--- src/hdl/pidvi_pkg.sv ---
`timescale 1ns / 1ps
// Shared types, constants and the microcode table of the variable-interval PID block.
package pidvi_pkg;

  // Field and datapath widths.
  localparam int unsigned ValW   = 16;
  localparam int unsigned TickW  = 32;
  localparam int unsigned GainW  = 32;
  localparam int unsigned ErrW   = ValW + 1;
  localparam int unsigned DerrW  = ErrW + 1;
  localparam int unsigned IntegW = 48;
  localparam int unsigned MulW   = 33;
  localparam int unsigned ProdW  = 2 * MulW;
  localparam int unsigned AccW   = 80;
  localparam int unsigned DriveW = 32;
  localparam int unsigned DivW   = 48;
  localparam int unsigned QuotW  = DivW + 1;
  localparam int unsigned CntW   = $clog2(DivW + 1);
  localparam int unsigned CfgIdxW = 2;
  localparam int unsigned PcW    = 4;

  // Gain reset values, signed Q16.16.
  localparam logic signed [GainW-1:0] KpReset = 32'sd13107;
  localparam logic signed [GainW-1:0] KiReset = 32'sd0;
  localparam logic signed [GainW-1:0] KdReset = 32'sd66;

  // Configuration register indexes.
  localparam logic [CfgIdxW-1:0] CfgKp = 2'd0;
  localparam logic [CfgIdxW-1:0] CfgKi = 2'd1;
  localparam logic [CfgIdxW-1:0] CfgKd = 2'd2;

  // Microcode step addresses.
  localparam logic [PcW-1:0] StepWait     = 4'd0;
  localparam logic [PcW-1:0] StepErrElap  = 4'd1;
  localparam logic [PcW-1:0] StepInteg    = 4'd2;
  localparam logic [PcW-1:0] StepKdDerr   = 4'd3;
  localparam logic [PcW-1:0] StepDivStart = 4'd4;
  localparam logic [PcW-1:0] StepDivWait  = 4'd5;
  localparam logic [PcW-1:0] StepQuot     = 4'd6;
  localparam logic [PcW-1:0] StepClear    = 4'd7;
  localparam logic [PcW-1:0] StepKiLo     = 4'd8;
  localparam logic [PcW-1:0] StepKiHi     = 4'd9;
  localparam logic [PcW-1:0] StepAddHi    = 4'd10;
  localparam logic [PcW-1:0] StepOut      = 4'd11;

  typedef enum logic [2:0] {
    COND_SEQ,
    COND_JMP,
    COND_JMP_ZERO,
    COND_WAIT_IN,
    COND_WAIT_DIV,
    COND_WAIT_OUT
  } cond_e;

  typedef enum logic [2:0] {
    MUL_NONE,
    MUL_ERR_ELAP,
    MUL_KD_DERR,
    MUL_KP_ERR,
    MUL_KI_LO,
    MUL_KI_HI
  } mul_sel_e;

  typedef enum logic [2:0] {
    ACC_HOLD,
    ACC_CLEAR,
    ACC_QUOT,
    ACC_ADD,
    ACC_ADD_HI
  } acc_op_e;

  typedef struct packed {
    cond_e          cond;
    logic [PcW-1:0] target;
    mul_sel_e       mul_sel;
    acc_op_e        acc_op;
    logic           integ_upd;
    logic           div_start;
    logic           out_load;
  } ctrl_t;

  typedef struct packed {
    logic in_accept;
    logic zero;
    logic div_busy;
    logic out_blocked;
  } seq_stat_t;

  function automatic ctrl_t cw(input cond_e c, input logic [PcW-1:0] tgt,
                               input mul_sel_e m, input acc_op_e a,
                               input logic iu, input logic ds, input logic ol);
    ctrl_t w;
    w.cond      = c;
    w.target    = tgt;
    w.mul_sel   = m;
    w.acc_op    = a;
    w.integ_upd = iu;
    w.div_start = ds;
    w.out_load  = ol;
    return w;
  endfunction

  // Control store: one word per step.
  function automatic ctrl_t ucode(input logic [PcW-1:0] pc);
    ctrl_t w;
    unique case (pc)
      StepWait:     w = cw(COND_WAIT_IN,  StepWait,  MUL_NONE,     ACC_HOLD,   1'b0, 1'b0, 1'b0);
      StepErrElap:  w = cw(COND_SEQ,      StepWait,  MUL_ERR_ELAP, ACC_HOLD,   1'b0, 1'b0, 1'b0);
      StepInteg:    w = cw(COND_SEQ,      StepWait,  MUL_NONE,     ACC_HOLD,   1'b1, 1'b0, 1'b0);
      StepKdDerr:   w = cw(COND_SEQ,      StepWait,  MUL_KD_DERR,  ACC_HOLD,   1'b0, 1'b0, 1'b0);
      StepDivStart: w = cw(COND_JMP_ZERO, StepClear, MUL_NONE,     ACC_HOLD,   1'b0, 1'b1, 1'b0);
      StepDivWait:  w = cw(COND_WAIT_DIV, StepWait,  MUL_NONE,     ACC_HOLD,   1'b0, 1'b0, 1'b0);
      StepQuot:     w = cw(COND_JMP,      StepKiLo,  MUL_KP_ERR,   ACC_QUOT,   1'b0, 1'b0, 1'b0);
      StepClear:    w = cw(COND_SEQ,      StepWait,  MUL_KP_ERR,   ACC_CLEAR,  1'b0, 1'b0, 1'b0);
      StepKiLo:     w = cw(COND_SEQ,      StepWait,  MUL_KI_LO,    ACC_ADD,    1'b0, 1'b0, 1'b0);
      StepKiHi:     w = cw(COND_SEQ,      StepWait,  MUL_KI_HI,    ACC_ADD,    1'b0, 1'b0, 1'b0);
      StepAddHi:    w = cw(COND_SEQ,      StepWait,  MUL_NONE,     ACC_ADD_HI, 1'b0, 1'b0, 1'b0);
      StepOut:      w = cw(COND_WAIT_OUT, StepWait,  MUL_NONE,     ACC_HOLD,   1'b0, 1'b0, 1'b1);
      default:      w = cw(COND_JMP,      StepWait,  MUL_NONE,     ACC_HOLD,   1'b0, 1'b0, 1'b0);
    endcase
    return w;
  endfunction

endpackage

--- src/hdl/pidvi_if.sv ---
`timescale 1ns / 1ps
// Channel interfaces: input items, result items and configuration writes.
interface pidvi_in_if;
  logic               valid;
  logic               ready;
  logic signed [15:0] measured_value;
  logic signed [15:0] target_value;
  logic [31:0]        tick_now;

  modport source(output valid, measured_value, target_value, tick_now, input ready);
  modport sink(input valid, measured_value, target_value, tick_now, output ready);
endinterface

interface pidvi_out_if;
  logic               valid;
  logic               ready;
  logic signed [31:0] drive_value;
  logic               drive_saturated;
  logic               zero_interval;

  modport source(output valid, drive_value, drive_saturated, zero_interval, input ready);
  modport sink(input valid, drive_value, drive_saturated, zero_interval, output ready);
endinterface

interface pidvi_cfg_if;
  logic        valid;
  logic        ready;
  logic [1:0]  index;
  logic [31:0] data;

  modport source(output valid, index, data, input ready);
  modport sink(input valid, index, data, output ready);
endinterface

--- src/hdl/pid_controller_variable_interval.sv ---
`timescale 1ns / 1ps
// Top level of the PID controller with a measured time step.
//
// Usage:
//   in_i   carries one beat per control update: measured value, target value and
//          the free-running millisecond tick. ready is high only while the
//          sequencer waits for work, so one item is in flight at a time.
//   out_o  returns one beat per input: the saturated Q16.16 drive, a saturation
//          flag (drive or integral clamped) and a flag for a zero interval.
//   cfg_i  writes the kp, ki and kd gains (index 0, 1, 2); always ready. Write
//          only while the block is idle.
// Timing: a normal item runs the restoring divider of the derivative term between
//   its input beat and its result beat; the next input beat can be taken on the
//   same edge as the result beat, but not before the result of the current item
//   is loaded. A zero interval skips the divider.
// Reset clears the gains to their defaults and the tick, error and integral
//   history to zero. A result beat that is not taken holds in the output
//   register; the next item may be accepted and run behind it and then waits in
//   its final step until the register frees.
module pid_controller_variable_interval (
  input logic        clk_i,
  input logic        rst_ni,
  pidvi_in_if.sink   in_i,
  pidvi_out_if.source out_o,
  pidvi_cfg_if.sink  cfg_i
);
  import pidvi_pkg::*;

  // Gain registers.
  logic signed [GainW-1:0] kp_q, ki_q, kd_q;

  // Controller history.
  logic [TickW-1:0]         prev_tick_q;
  logic signed [IntegW-1:0] integ_q;
  logic signed [ErrW-1:0]   prev_err_q;

  // Per-item working registers.
  logic signed [ErrW-1:0]   err_q;
  logic signed [DerrW-1:0]  derr_q;
  logic [TickW-1:0]         elapsed_q;
  logic                     zero_q;
  logic                     sat_q;
  logic signed [ProdW-1:0]  prod_q;
  logic signed [AccW-1:0]   acc_q;

  // Result register.
  logic                     out_valid_q;
  logic signed [DriveW-1:0] drive_q;
  logic                     out_sat_q;
  logic                     out_zero_q;

  ctrl_t                    ctrl;
  seq_stat_t                stat;
  logic                     in_accept;
  logic                     out_accept;
  logic                     out_blocked;
  logic                     out_load;
  logic                     div_start;
  logic                     div_busy;
  logic signed [QuotW-1:0]  quotient;

  logic signed [ErrW-1:0]   err_new;
  logic signed [MulW-1:0]   mul_a, mul_b;
  logic signed [IntegW+1:0] integ_sum;
  logic                     integ_pos_ovf, integ_neg_ovf;
  logic                     drive_pos_ovf, drive_neg_ovf;
  logic signed [DriveW-1:0] drive_sat;

  // Handshakes.
  assign in_i.ready  = (ctrl.cond == COND_WAIT_IN);
  assign cfg_i.ready = 1'b1;
  assign in_accept   = in_i.valid && in_i.ready;
  assign out_accept  = out_o.valid && out_o.ready;
  assign out_blocked = out_valid_q && !out_o.ready;
  assign out_load    = ctrl.out_load && !out_blocked;
  assign div_start   = ctrl.div_start && !zero_q;

  assign stat.in_accept   = in_accept;
  assign stat.zero        = zero_q;
  assign stat.div_busy    = div_busy;
  assign stat.out_blocked = out_blocked;

  pidvi_seq u_seq (
    .clk_i  (clk_i),
    .rst_ni (rst_ni),
    .stat_i (stat),
    .ctrl_o (ctrl)
  );

  // Derivative term: kd * error change over elapsed ticks.
  pidvi_div u_div (
    .clk_i      (clk_i),
    .rst_ni     (rst_ni),
    .start_i    (div_start),
    .dividend_i (prod_q[QuotW-1:0]),
    .divisor_i  (elapsed_q),
    .busy_o     (div_busy),
    .quotient_o (quotient)
  );

  assign err_new = {in_i.target_value[ValW-1], in_i.target_value}
                 - {in_i.measured_value[ValW-1], in_i.measured_value};

  // Shared multiplier operand select.
  always_comb begin
    unique case (ctrl.mul_sel)
      MUL_ERR_ELAP: begin
        mul_a = {{(MulW-ErrW){err_q[ErrW-1]}}, err_q};
        mul_b = {1'b0, elapsed_q};
      end
      MUL_KD_DERR: begin
        mul_a = {kd_q[GainW-1], kd_q};
        mul_b = {{(MulW-DerrW){derr_q[DerrW-1]}}, derr_q};
      end
      MUL_KP_ERR: begin
        mul_a = {kp_q[GainW-1], kp_q};
        mul_b = {{(MulW-ErrW){err_q[ErrW-1]}}, err_q};
      end
      MUL_KI_LO: begin
        mul_a = {ki_q[GainW-1], ki_q};
        mul_b = {{(MulW-IntegW/2){1'b0}}, integ_q[IntegW/2-1:0]};
      end
      MUL_KI_HI: begin
        mul_a = {ki_q[GainW-1], ki_q};
        mul_b = {{(MulW-IntegW/2){integ_q[IntegW-1]}}, integ_q[IntegW-1:IntegW/2]};
      end
      default: begin
        mul_a = '0;
        mul_b = '0;
      end
    endcase
  end

  // Integral update with clamp to the 48-bit range.
  assign integ_sum     = {{2{integ_q[IntegW-1]}}, integ_q} + prod_q[IntegW+1:0];
  assign integ_pos_ovf = !integ_sum[IntegW+1] && (|integ_sum[IntegW:IntegW-1]);
  assign integ_neg_ovf = integ_sum[IntegW+1] && !(&integ_sum[IntegW:IntegW-1]);

  // Drive clamp to 32 bits.
  assign drive_pos_ovf = !acc_q[AccW-1] && (|acc_q[AccW-2:DriveW-1]);
  assign drive_neg_ovf = acc_q[AccW-1] && !(&acc_q[AccW-2:DriveW-1]);
  always_comb begin
    priority if (drive_pos_ovf) begin
      drive_sat = {1'b0, {(DriveW-1){1'b1}}};
    end else if (drive_neg_ovf) begin
      drive_sat = {1'b1, {(DriveW-1){1'b0}}};
    end else begin
      drive_sat = acc_q[DriveW-1:0];
    end
  end

  // Gains and history: control state, cleared by reset.
  always_ff @(posedge clk_i or negedge rst_ni) begin
    if (!rst_ni) begin
      kp_q        <= KpReset;
      ki_q        <= KiReset;
      kd_q        <= KdReset;
      prev_tick_q <= '0;
      integ_q     <= '0;
      prev_err_q  <= '0;
      out_valid_q <= 1'b0;
    end else begin
      if (cfg_i.valid && cfg_i.ready) begin
        unique case (cfg_i.index)
          CfgKp:   kp_q <= cfg_i.data;
          CfgKi:   ki_q <= cfg_i.data;
          CfgKd:   kd_q <= cfg_i.data;
          default: ;
        endcase
      end
      if (in_accept) begin
        prev_tick_q <= in_i.tick_now;
      end
      if (ctrl.integ_upd) begin
        priority if (integ_pos_ovf) begin
          integ_q <= {1'b0, {(IntegW-1){1'b1}}};
        end else if (integ_neg_ovf) begin
          integ_q <= {1'b1, {(IntegW-1){1'b0}}};
        end else begin
          integ_q <= integ_sum[IntegW-1:0];
        end
        prev_err_q <= err_q;
      end
      if (out_load) begin
        out_valid_q <= 1'b1;
      end else if (out_accept) begin
        out_valid_q <= 1'b0;
      end
    end
  end

  // Working and result payload.
  always_ff @(posedge clk_i) begin
    if (in_accept) begin
      err_q     <= err_new;
      elapsed_q <= in_i.tick_now - prev_tick_q;
      zero_q    <= (in_i.tick_now == prev_tick_q);
      sat_q     <= 1'b0;
    end
    if (ctrl.integ_upd) begin
      derr_q <= {err_q[ErrW-1], err_q} - {prev_err_q[ErrW-1], prev_err_q};
      if (integ_pos_ovf || integ_neg_ovf) begin
        sat_q <= 1'b1;
      end
    end
    if (ctrl.mul_sel != MUL_NONE) begin
      prod_q <= mul_a * mul_b;
    end
    unique case (ctrl.acc_op)
      ACC_CLEAR:  acc_q <= '0;
      ACC_QUOT:   acc_q <= {{(AccW-QuotW){quotient[QuotW-1]}}, quotient};
      ACC_ADD:    acc_q <= acc_q + {{(AccW-ProdW){prod_q[ProdW-1]}}, prod_q};
      ACC_ADD_HI: acc_q <= acc_q + {prod_q[AccW-IntegW/2-1:0], {(IntegW/2){1'b0}}};
      default:    ;
    endcase
    if (out_load) begin
      drive_q    <= drive_sat;
      out_sat_q  <= sat_q || drive_pos_ovf || drive_neg_ovf;
      out_zero_q <= zero_q;
    end
  end

  assign out_o.valid           = out_valid_q;
  assign out_o.drive_value     = drive_q;
  assign out_o.drive_saturated = out_sat_q;
  assign out_o.zero_interval   = out_zero_q;

  // The divider is idle whenever a new item enters.
  assert property (@(posedge clk_i) disable iff (!rst_ni) in_accept |-> !div_busy)
    else $error("input beat accepted while divider busy");

  // A taken input beat moves the sequencer off the wait step.
  assert property (@(posedge clk_i) disable iff (!rst_ni) in_accept |=> !in_i.ready)
    else $error("sequencer did not leave wait step after input beat");

  // A loaded result is offered on the next cycle.
  assert property (@(posedge clk_i) disable iff (!rst_ni) out_load |=> out_o.valid)
    else $error("loaded result not presented");

  // The divider never starts on a zero interval.
  assert property (@(posedge clk_i) disable iff (!rst_ni)
                   (ctrl.div_start && zero_q) |=> !div_busy)
    else $error("divider started on zero interval");

endmodule

--- src/hdl/pidvi_div.sv ---
`timescale 1ns / 1ps
// Radix-2 restoring divider: signed dividend by unsigned divisor, truncated toward zero.
module pidvi_div (
  input  logic                              clk_i,
  input  logic                              rst_ni,
  input  logic                              start_i,
  input  logic signed [pidvi_pkg::QuotW-1:0] dividend_i,
  input  logic [pidvi_pkg::TickW-1:0]        divisor_i,
  output logic                              busy_o,
  output logic signed [pidvi_pkg::QuotW-1:0] quotient_o
);
  import pidvi_pkg::*;

  logic              busy_q;
  logic [CntW-1:0]   cnt_q;
  logic [TickW-1:0]  rem_q;
  logic [DivW-1:0]   quo_q;
  logic [TickW-1:0]  dvs_q;
  logic              neg_q;

  logic [QuotW-1:0]  abs_dividend;
  logic [TickW:0]    shifted;
  logic [TickW:0]    diff;
  logic              ge;

  assign abs_dividend = dividend_i[QuotW-1] ? (QuotW'(0) - QuotW'(dividend_i))
                                            : QuotW'(dividend_i);
  assign shifted = {rem_q, quo_q[DivW-1]};
  assign diff    = shifted - {1'b0, dvs_q};
  assign ge      = (shifted >= {1'b0, dvs_q});

  always_ff @(posedge clk_i or negedge rst_ni) begin
    if (!rst_ni) begin
      busy_q <= 1'b0;
      cnt_q  <= '0;
    end else if (start_i) begin
      busy_q <= 1'b1;
      cnt_q  <= CntW'(DivW);
    end else if (busy_q) begin
      cnt_q  <= cnt_q - CntW'(1);
      busy_q <= (cnt_q != CntW'(1));
    end
  end

  always_ff @(posedge clk_i) begin
    if (start_i) begin
      rem_q <= '0;
      quo_q <= abs_dividend[DivW-1:0];
      dvs_q <= divisor_i;
      neg_q <= dividend_i[QuotW-1];
    end else if (busy_q) begin
      rem_q <= ge ? diff[TickW-1:0] : shifted[TickW-1:0];
      quo_q <= {quo_q[DivW-2:0], ge};
    end
  end

  assign busy_o     = busy_q;
  assign quotient_o = neg_q ? -$signed({1'b0, quo_q}) : $signed({1'b0, quo_q});

endmodule

--- src/hdl/pidvi_seq.sv ---
`timescale 1ns / 1ps
// Microcode sequencer: step counter, control store lookup and jump logic.
module pidvi_seq (
  input  logic                 clk_i,
  input  logic                 rst_ni,
  input  pidvi_pkg::seq_stat_t stat_i,
  output pidvi_pkg::ctrl_t     ctrl_o
);
  import pidvi_pkg::*;

  logic [PcW-1:0] pc_q;
  logic [PcW-1:0] pc_d;
  logic [PcW-1:0] pc_inc;
  ctrl_t          ctrl;

  assign ctrl   = ucode(pc_q);
  assign pc_inc = pc_q + PcW'(1);

  always_comb begin
    unique case (ctrl.cond)
      COND_SEQ:      pc_d = pc_inc;
      COND_JMP:      pc_d = ctrl.target;
      COND_JMP_ZERO: pc_d = stat_i.zero ? ctrl.target : pc_inc;
      COND_WAIT_IN:  pc_d = stat_i.in_accept ? pc_inc : pc_q;
      COND_WAIT_DIV: pc_d = stat_i.div_busy ? pc_q : pc_inc;
      COND_WAIT_OUT: pc_d = stat_i.out_blocked ? pc_q : ctrl.target;
      default:       pc_d = StepWait;
    endcase
  end

  always_ff @(posedge clk_i or negedge rst_ni) begin
    if (!rst_ni) begin
      pc_q <= StepWait;
    end else begin
      pc_q <= pc_d;
    end
  end

  assign ctrl_o = ctrl;

endmodule

--- src/flat_wrapper.sv ---
// flat-port wrapper written by rule: the top's interface ports become plain ports
module pid_controller_variable_interval_flat import pidvi_pkg::*;
  (clk_i, rst_ni, in_i_valid, in_i_measured_value, in_i_target_value, in_i_tick_now, in_i_ready, out_o_valid, out_o_drive_value, out_o_drive_saturated, out_o_zero_interval, out_o_ready, cfg_i_valid, cfg_i_index, cfg_i_data, cfg_i_ready);
  pidvi_in_if in_i_i ();
  pidvi_out_if out_o_i ();
  pidvi_cfg_if cfg_i_i ();
  input logic clk_i;
  input logic rst_ni;
  input wire logic [$bits(in_i_i.valid)-1:0] in_i_valid;
  input wire logic [$bits(in_i_i.measured_value)-1:0] in_i_measured_value;
  input wire logic [$bits(in_i_i.target_value)-1:0] in_i_target_value;
  input wire logic [$bits(in_i_i.tick_now)-1:0] in_i_tick_now;
  output wire logic [$bits(in_i_i.ready)-1:0] in_i_ready;
  output wire logic [$bits(out_o_i.valid)-1:0] out_o_valid;
  output wire logic [$bits(out_o_i.drive_value)-1:0] out_o_drive_value;
  output wire logic [$bits(out_o_i.drive_saturated)-1:0] out_o_drive_saturated;
  output wire logic [$bits(out_o_i.zero_interval)-1:0] out_o_zero_interval;
  input wire logic [$bits(out_o_i.ready)-1:0] out_o_ready;
  input wire logic [$bits(cfg_i_i.valid)-1:0] cfg_i_valid;
  input wire logic [$bits(cfg_i_i.index)-1:0] cfg_i_index;
  input wire logic [$bits(cfg_i_i.data)-1:0] cfg_i_data;
  output wire logic [$bits(cfg_i_i.ready)-1:0] cfg_i_ready;
  assign in_i_i.valid = in_i_valid;
  assign in_i_i.measured_value = in_i_measured_value;
  assign in_i_i.target_value = in_i_target_value;
  assign in_i_i.tick_now = in_i_tick_now;
  assign in_i_ready = in_i_i.ready;
  assign out_o_valid = out_o_i.valid;
  assign out_o_drive_value = out_o_i.drive_value;
  assign out_o_drive_saturated = out_o_i.drive_saturated;
  assign out_o_zero_interval = out_o_i.zero_interval;
  assign out_o_i.ready = out_o_ready;
  assign cfg_i_i.valid = cfg_i_valid;
  assign cfg_i_i.index = cfg_i_index;
  assign cfg_i_i.data = cfg_i_data;
  assign cfg_i_ready = cfg_i_i.ready;
  pid_controller_variable_interval u_core (.clk_i(clk_i), .rst_ni(rst_ni), .in_i(in_i_i), .out_o(out_o_i), .cfg_i(cfg_i_i));
endmodule
--- config.mk ---
export PLATFORM = sky130hd
export DESIGN_NAME = pid_controller_variable_interval_flat
export DESIGN_NICKNAME = d
export VERILOG_FILES = /design/src/hdl/pidvi_pkg.sv /design/src/hdl/pidvi_if.sv /design/src/hdl/pid_controller_variable_interval.sv /design/src/hdl/pidvi_div.sv /design/src/hdl/pidvi_seq.sv /design/src/flat_wrapper.sv
export SDC_FILE = /design/constraint.sdc
export NUM_CORES = 2
export LEC_CHECK = 0
export BUFFER_PORTS_ARGS = -buffer_cell sky130_fd_sc_hd__buf_2
export CORE_UTILIZATION = 45
export DETAILED_ROUTE_END_ITERATION = 10
export MAX_ROUTING_LAYER = met4
export SLEW_MARGIN = 10
export SYNTH_ARGS = -nofsm -noshare
export SYNTH_HDL_FRONTEND = slang
export SYNTH_SLANG_ARGS = --single-unit
--- constraint.sdc ---
create_clock -name clk_i -period 13.1 [get_ports clk_i]
set_clock_uncertainty 0.2 [all_clocks]
set_input_delay 0.655 -clock clk_i [delete_from_list [all_inputs] [get_ports clk_i]]
set_output_delay 0.655 -clock clk_i [all_outputs]
set_load 0.005 [all_outputs]
== Yosys cells after proc, flatten, opt, wreduce, memory -nomap -nowiden ==
Memory sizes are Yosys's and may differ from the RTL's.
Index checks and enable logic that the tools add are counted.
Storage, ports and cells
  input bits: 103
  output and inout bits: 37
  bits in read-only memories: 256
  memories kept: 1
  register bits after elaboration: 567
Operators by class
  order comparisons: 1
  eq/ne operators: 21
  $mul: 1
  reductions and logical operators: 34
  add/sub/neg operators: 11
  mux-type cells: 25
Memories
  (name not given): words 16, bits a word 16, rd ports 1, clocked after memory_dff 0, write ports 0, RTL line pidvi_pkg.sv:106  | unique case (pc)
Operators with widths (count)
  one-hot mux 80 bit (4 select lines): 1
  two-way mux 48 bit: 5
  one-hot mux 33 bit (5 select lines): 1
  adder 80 bit: 2
  one-hot mux 33 bit (4 select lines): 1
  multiplier 33 x 33 -> 66 bit: 1
  two-way mux 32 bit: 2
  subtractor 32 bit: 2
  adder 50 bit: 1
  two-way mux 49 bit: 1
  negation 48 -> 49 bit: 1
  AND reduction 48 bit: 1
  OR reduction 48 bit: 1
  subtractor 1 x 48 -> 48 bit, first input constant: 1
  >= comparator 33 x 32 -> 1 bit: 1
  equality test 32 bit: 1
  one-hot mux 4 bit (6 select lines): 1
  equality test 3 x 2 -> 1 bit, second input constant: 6
  subtractor 17 x 17 -> 18 bit: 1
  subtractor 16 x 16 -> 17 bit: 1
  two-way mux 4 bit: 4
  equality test 3 bit, second input constant: 5
  two-way mux 6 bit: 2
  equality test 3 x 1 -> 1 bit, second input constant: 3
  other kinds (18): 47

== Logic depth before layout (Yosys ltp) ==
  depth in word-level cells: 7
  gate-level depth with buffers: 40
  depth with buffers taken out: 36

== Modules after synthesis ==
Synthesis repeated with hierarchy kept, for this count alone.
Unflattened totals
  cells, all modules: 8530
  area total of the unflattened synthesis: 77302.9 um^2
Modules (own cells, without submodules)
  pid_controller_variable_interval: times used 1, cells each 7539, sequential area each 12334.3 um^2, area each 68414.4 um^2
  pidvi_div: times used 1, cells each 920, sequential area each 3248.1 um^2, area each 8284.2 um^2
  pidvi_seq: times used 1, cells each 71, sequential area each 100.1 um^2, area each 604.3 um^2

== Worst setup path after synthesis ==
OpenSTA, ideal clock, no wires.
  path kind: register to register
  start: reg u_core.u_seq.pc_q[1]
  end: reg u_core.prod_q[65], data pin
  data arrival time: 10032 ps
  required time: 12640 ps
  stages on the path, launching flop included: 34
  setup time: 260 ps
  setup slack: 2608 ps
  cell sequence: dfrtp_1 clkbuf_1 inv_1 ha_1 nand2_1 a211oi_1 nand2_1 nand2_1 a221o_1 clkbuf_1 clkbuf_1 nand2_1 fa_1 inv_1 fa_1 fa_1 fa_1 inv_1 fa_1 fa_1 fa_1 fa_1 inv_1 ha_1 clkbuf_1 a21o_1 a21o_1 a21o_1 a211o_1 nor3_1 o21ai_0 a311o_1 a21oi_1 xnor2_1
On the way
  longest elaborated chain between the ends: 5
  elaborated cells on any way between the ends: 10
  those cells by class: mul: 1; eq/ne: 5; mux: 2; reduce/logical: 1; memory: 1
RTL lines
  from (decl): RTL line pidvi_seq.sv:11  | logic [PcW-1:0] pc_q;
  from (signal assigned): RTL line pidvi_seq.sv:33  | pc_q <= StepWait;
  from (signal assigned): RTL line pidvi_seq.sv:35  | pc_q <= pc_d;
  memory read (16 x 16 bit) (*)
  equality test 3 bit: RTL line pid_controller_variable_interval.sv:106  | unique case (ctrl.mul_sel)
  OR reduction 2 bit (no source line)
  one-hot mux 33 bit (4 select lines): RTL line pid_controller_variable_interval.sv:106
  multiplier 33 x 33 -> 66 bit (*): RTL line pid_controller_variable_interval.sv:207  | prod_q <= mul_a * mul_b;
  to (signal assigned): RTL line pid_controller_variable_interval.sv:207
  to (decl): RTL line pid_controller_variable_interval.sv:43  | logic signed [ProdW-1:0] prod_q;
Mark *: on every way between the ends. The rest lies on a longest branch, timed or not.
A chain may end at the register's enable or synchronous reset.

== Worst setup path after layout ==
  start: reg u_core.u_seq.pc_q[1]
  end: reg u_core.prod_q[63], data pin
Same word-level chain as after synthesis.

==> summary.txt <==
Worst setup path
  – CP top delay family: adder cells
  – Worst Reg2Reg Path Length in Cells: 32
  – CP Depth: 32
  – Worst Path Max Fanout: 54
  – Kind of critical path: flop to flop
  – Most used cell along the critical path: fa_1
  – FF-to-FF Start: u_core.u_seq.pc_q[1]
  – Crit. End Element: flop
  – Critical path's slowest cell: a221o_1
  – Terminus of the critical flop-to-flop path: u_core.prod_q[63]
  – WP buf/inv: 5
  – R2r setup slk: approximately 1.2 ns
  – Startpoint Class: flop
  – CP arrival: ~12 ns
  – Req. time, crit path: between 10 and 15 ns
  – Peak per-stage delay on the critical path: 0.99 ns

Synthesis
  – Syn avg cell area: roughly 9.2 µm²
  – Gate Count Post-Synth: around 8,400
  – Sequential-to-total area share from yosys stat: ~20%
  – Main flop type after synthesis: edfxtp_1
  – Mapped cell area: approximately 77,000 µm²
  – Syn Nets: between 10,000 and 15,000
  – #FFs+latches synth: 567
  – Post-synth EDFFs: approximately 330
  – Ys async rst share: a little over a third
  – Yosys warning count: 0
  – Number of distinct library cells after synthesis: 87

Die
  – Ports: between 100 and 150
  – Initial core utilization: 45.33%
  – Die X: ~410 µm
  – Chip height: 414.9 µm
  – Core area: 169,300 µm²
  – Die ar.: ~170,000 µm²
  – Site Rows: 151

Placement
  – Post-DP HPWL: 210.7 mm
  – IO buf count: between 100 and 150
  – RePlAce Congestion: 1.023

Drt
  – Vias per cell: about 5.8
  – Final ANT Viol Nets: 0
  – Routed WL per cell: around 25 µm
  – Vias: just over 60,000
  – # DRC: 0
  – WL final: 264.0 mm
  – Detailed Routing Iterations Pass 1: 6
  – DR iter-0 viols: 6,004

Clock tree
  – TritonCTS clock tree: built
  – CTS Buffer Depth: 3
  – Clock Latency Late Sink: slightly below 0.7 ns
  – Cts bufs inserted: 70
  – H-tree depth: 3
  – Clk root buf: clkbuf_16
  – Post-CTS setup repair buffer count: 0
  – Worst-path clk slew: 0.06 ns
  – # hold bufs at CTS: 20
  – Post-CTS resize count: 0
  – CTS Sinks: 567

GRT
  – Largest net degree at the start of global routing: 97
  – Number of global-route vias before repair: 63,382
  – First-pass GRT wire length: 397.5 mm
  – Global-route usage over all layers: 31.64%
  – Initial antenna violation count: 30
  – Global route overflow: 0

STA
  – Final Max Slew Viols: 0
  – Tmin final: about 12 ns
  – Final hold vios: 0
  – Final setup fails: 0
  – RSZ-0062 raised after global routing: no
  – Setup_tns: 0 ns
  – Fin crit share: 90.97%
  – Slew Limit Headroom: 11.44%
  – Tightest Pin Transition: between 1 and 1.5 ns
  – Max Clock Freq: around 84 MHz

Hold path
  – Hold_sp: in_i_tick_now[24]
  – Tightest Hold Check Type: input pin to flop
  – Hold EP: u_core.prev_tick_q[24]
  – Hold Path Depth: 3

Layout
  – Commonest cells after routing, fill and taps aside: inv_1, fa_1, nand2_1
  – Most common cell after layout, fill and taps aside: inv_1
  – Fin nets: 10,088
  – Fill count: between 15,000 and 20,000
  – Share of layout cells above drive strength 1: under 10%
  – Layout area overhead: 8.240%

Run status
  – Status: finished clean

Job
  – MaxCap Viol Count: 0
[tightest hold or removal path: stages]
cell and delay [ns]:
buf_2 0.09, nand2_1 0.04, o21ai_0 0.07
[per-stage QoR]
stage	util, %	cell area [µm²]	instances	hold WS (ns)	worst slack, ns
global route	49.06	83040	10637	0.01545	0.4717
CTS	49.03	83010	10623	0.001353	1.341
finish	49.06	83050	10641	0.03032	1.182
detailed placement	47.49	80390	10474	0.2679	1.417
floorplan	-	76730	8359	0.1594	2.608
global placement	47.49	80390	10474	0.2690	1.610
[metal layers]
layer | vias up | part of all wire, % | global-route usage (%)
met5 | - | 0 | -
met4 | 0 | 5.4 | 15.34
met3 | 573 | 8.3 | 5.821
met2 | 2572 | 46 | 49.17
met1 | 31471 | 40 | 39.82
li1 | 27591 | - | -
[final cells by class]
| type | instances | area [µm²] | share of cell area, % |
|---|---|---|---|
| multi-input combinational | 6084 | 55050 | 66.28 |
| timing repair buffer | 329 | 2222 | 2.676 |
| clock inverter | 35 | 491.7 | 0.5921 |
| sequential | 567 | 15680 | 18.88 |
| antenna | 18 | 45.04 | 0.05423 |
| tap | 2218 | 2775 | 3.341 |
| clock buffer | 94 | 1924 | 2.317 |
| inverter | 1296 | 4865 | 5.857 |
[worst max path at each step]
| stage | start | end | slack [ns] |
|---|---|---|---|
| 2_1_floorplan | u_core.u_seq.pc_q[1] | u_core.prod_q[65] | 2.61 |
| 3_3_place_gp | u_core.u_seq.pc_q[1] | u_core.prod_q[63] | 1.61 |
| 3_5_place_dp | u_core.u_seq.pc_q[1] | u_core.prod_q[63] | 1.42 |
| 4_1_cts | u_core.u_seq.pc_q[1] | u_core.prod_q[63] | 1.34 |
| 5_1_grt | u_core.u_seq.pc_q[1] | u_core.prod_q[63] | 0.47 |
| 6_report | u_core.u_seq.pc_q[1] | u_core.prod_q[63] | 1.18 |
[sequential cells by signal, summed over array words and instances (netlist names), 4 cells and up]
name	count
u_core.u_div.cnt_q	6
u_core.kd_q	32
u_core.err_q	17
u_core.elapsed_q	32
u_core.acc_q	80
u_core.u_seq.pc_q	4
u_core.kp_q	32
u_core.derr_q	18
u_core.integ_q	48
u_core.prev_err_q	17
u_core.prod_q	66
u_core.u_div.rem_q	32
u_core.prev_tick_q	32
u_core.u_div.dvs_q	32
u_core.ki_q	32
u_core.out_o.drive_value	32
u_core.u_div.quo_q	48
[logic make-up after synthesis]
logic type,Yosys count,synth area share [%]
simple gates,2314,13.07
mux,158,2.241
compound gates,1568,13.51
xor+xnor,406,4.634
fa+ha+maj,1637,37.74
buf+inv,1708,8.360
other cells,1,0.004887
flops,567,20.44
[Yosys cell counts, types with 29 or more instances]
cell type,number,area (µm²)
a21oi_1,369,1847
nor2_1,702,2635
nand4_1,89,556.8
nand3_1,85,425.4
nor3_1,76,380.4
ha_1,508,6356
dfxtp_1,33,660.6
xnor2_1,215,1883
nand2b_1,39,244.0
xor2_1,191,1673
o221ai_1,43,376.6
o21ai_0,393,1967
mux2_2,110,1239
or3_1,31,193.9
inv_1,1293,4853
clkbuf_1,389,1460
a221o_1,102,1021
o31ai_1,44,330.3
and3_1,41,256.5
o21bai_1,68,510.5
a211oi_1,34,255.2
mux2i_1,48,480.5
and2_1,36,225.2
dfrtp_1,195,4880
nor2b_1,46,287.8
nand2_1,1052,3949
nor4_1,35,219.0
a21o_1,162,1216
o22ai_1,29,181.4
a221oi_1,65,569.3
fa_1,1129,22600
a31oi_1,46,287.8
edfxtp_1,329,9879
Power is not shown: default switching activity piles up to over one toggle a cycle in this logic, so the estimate is an artifact.
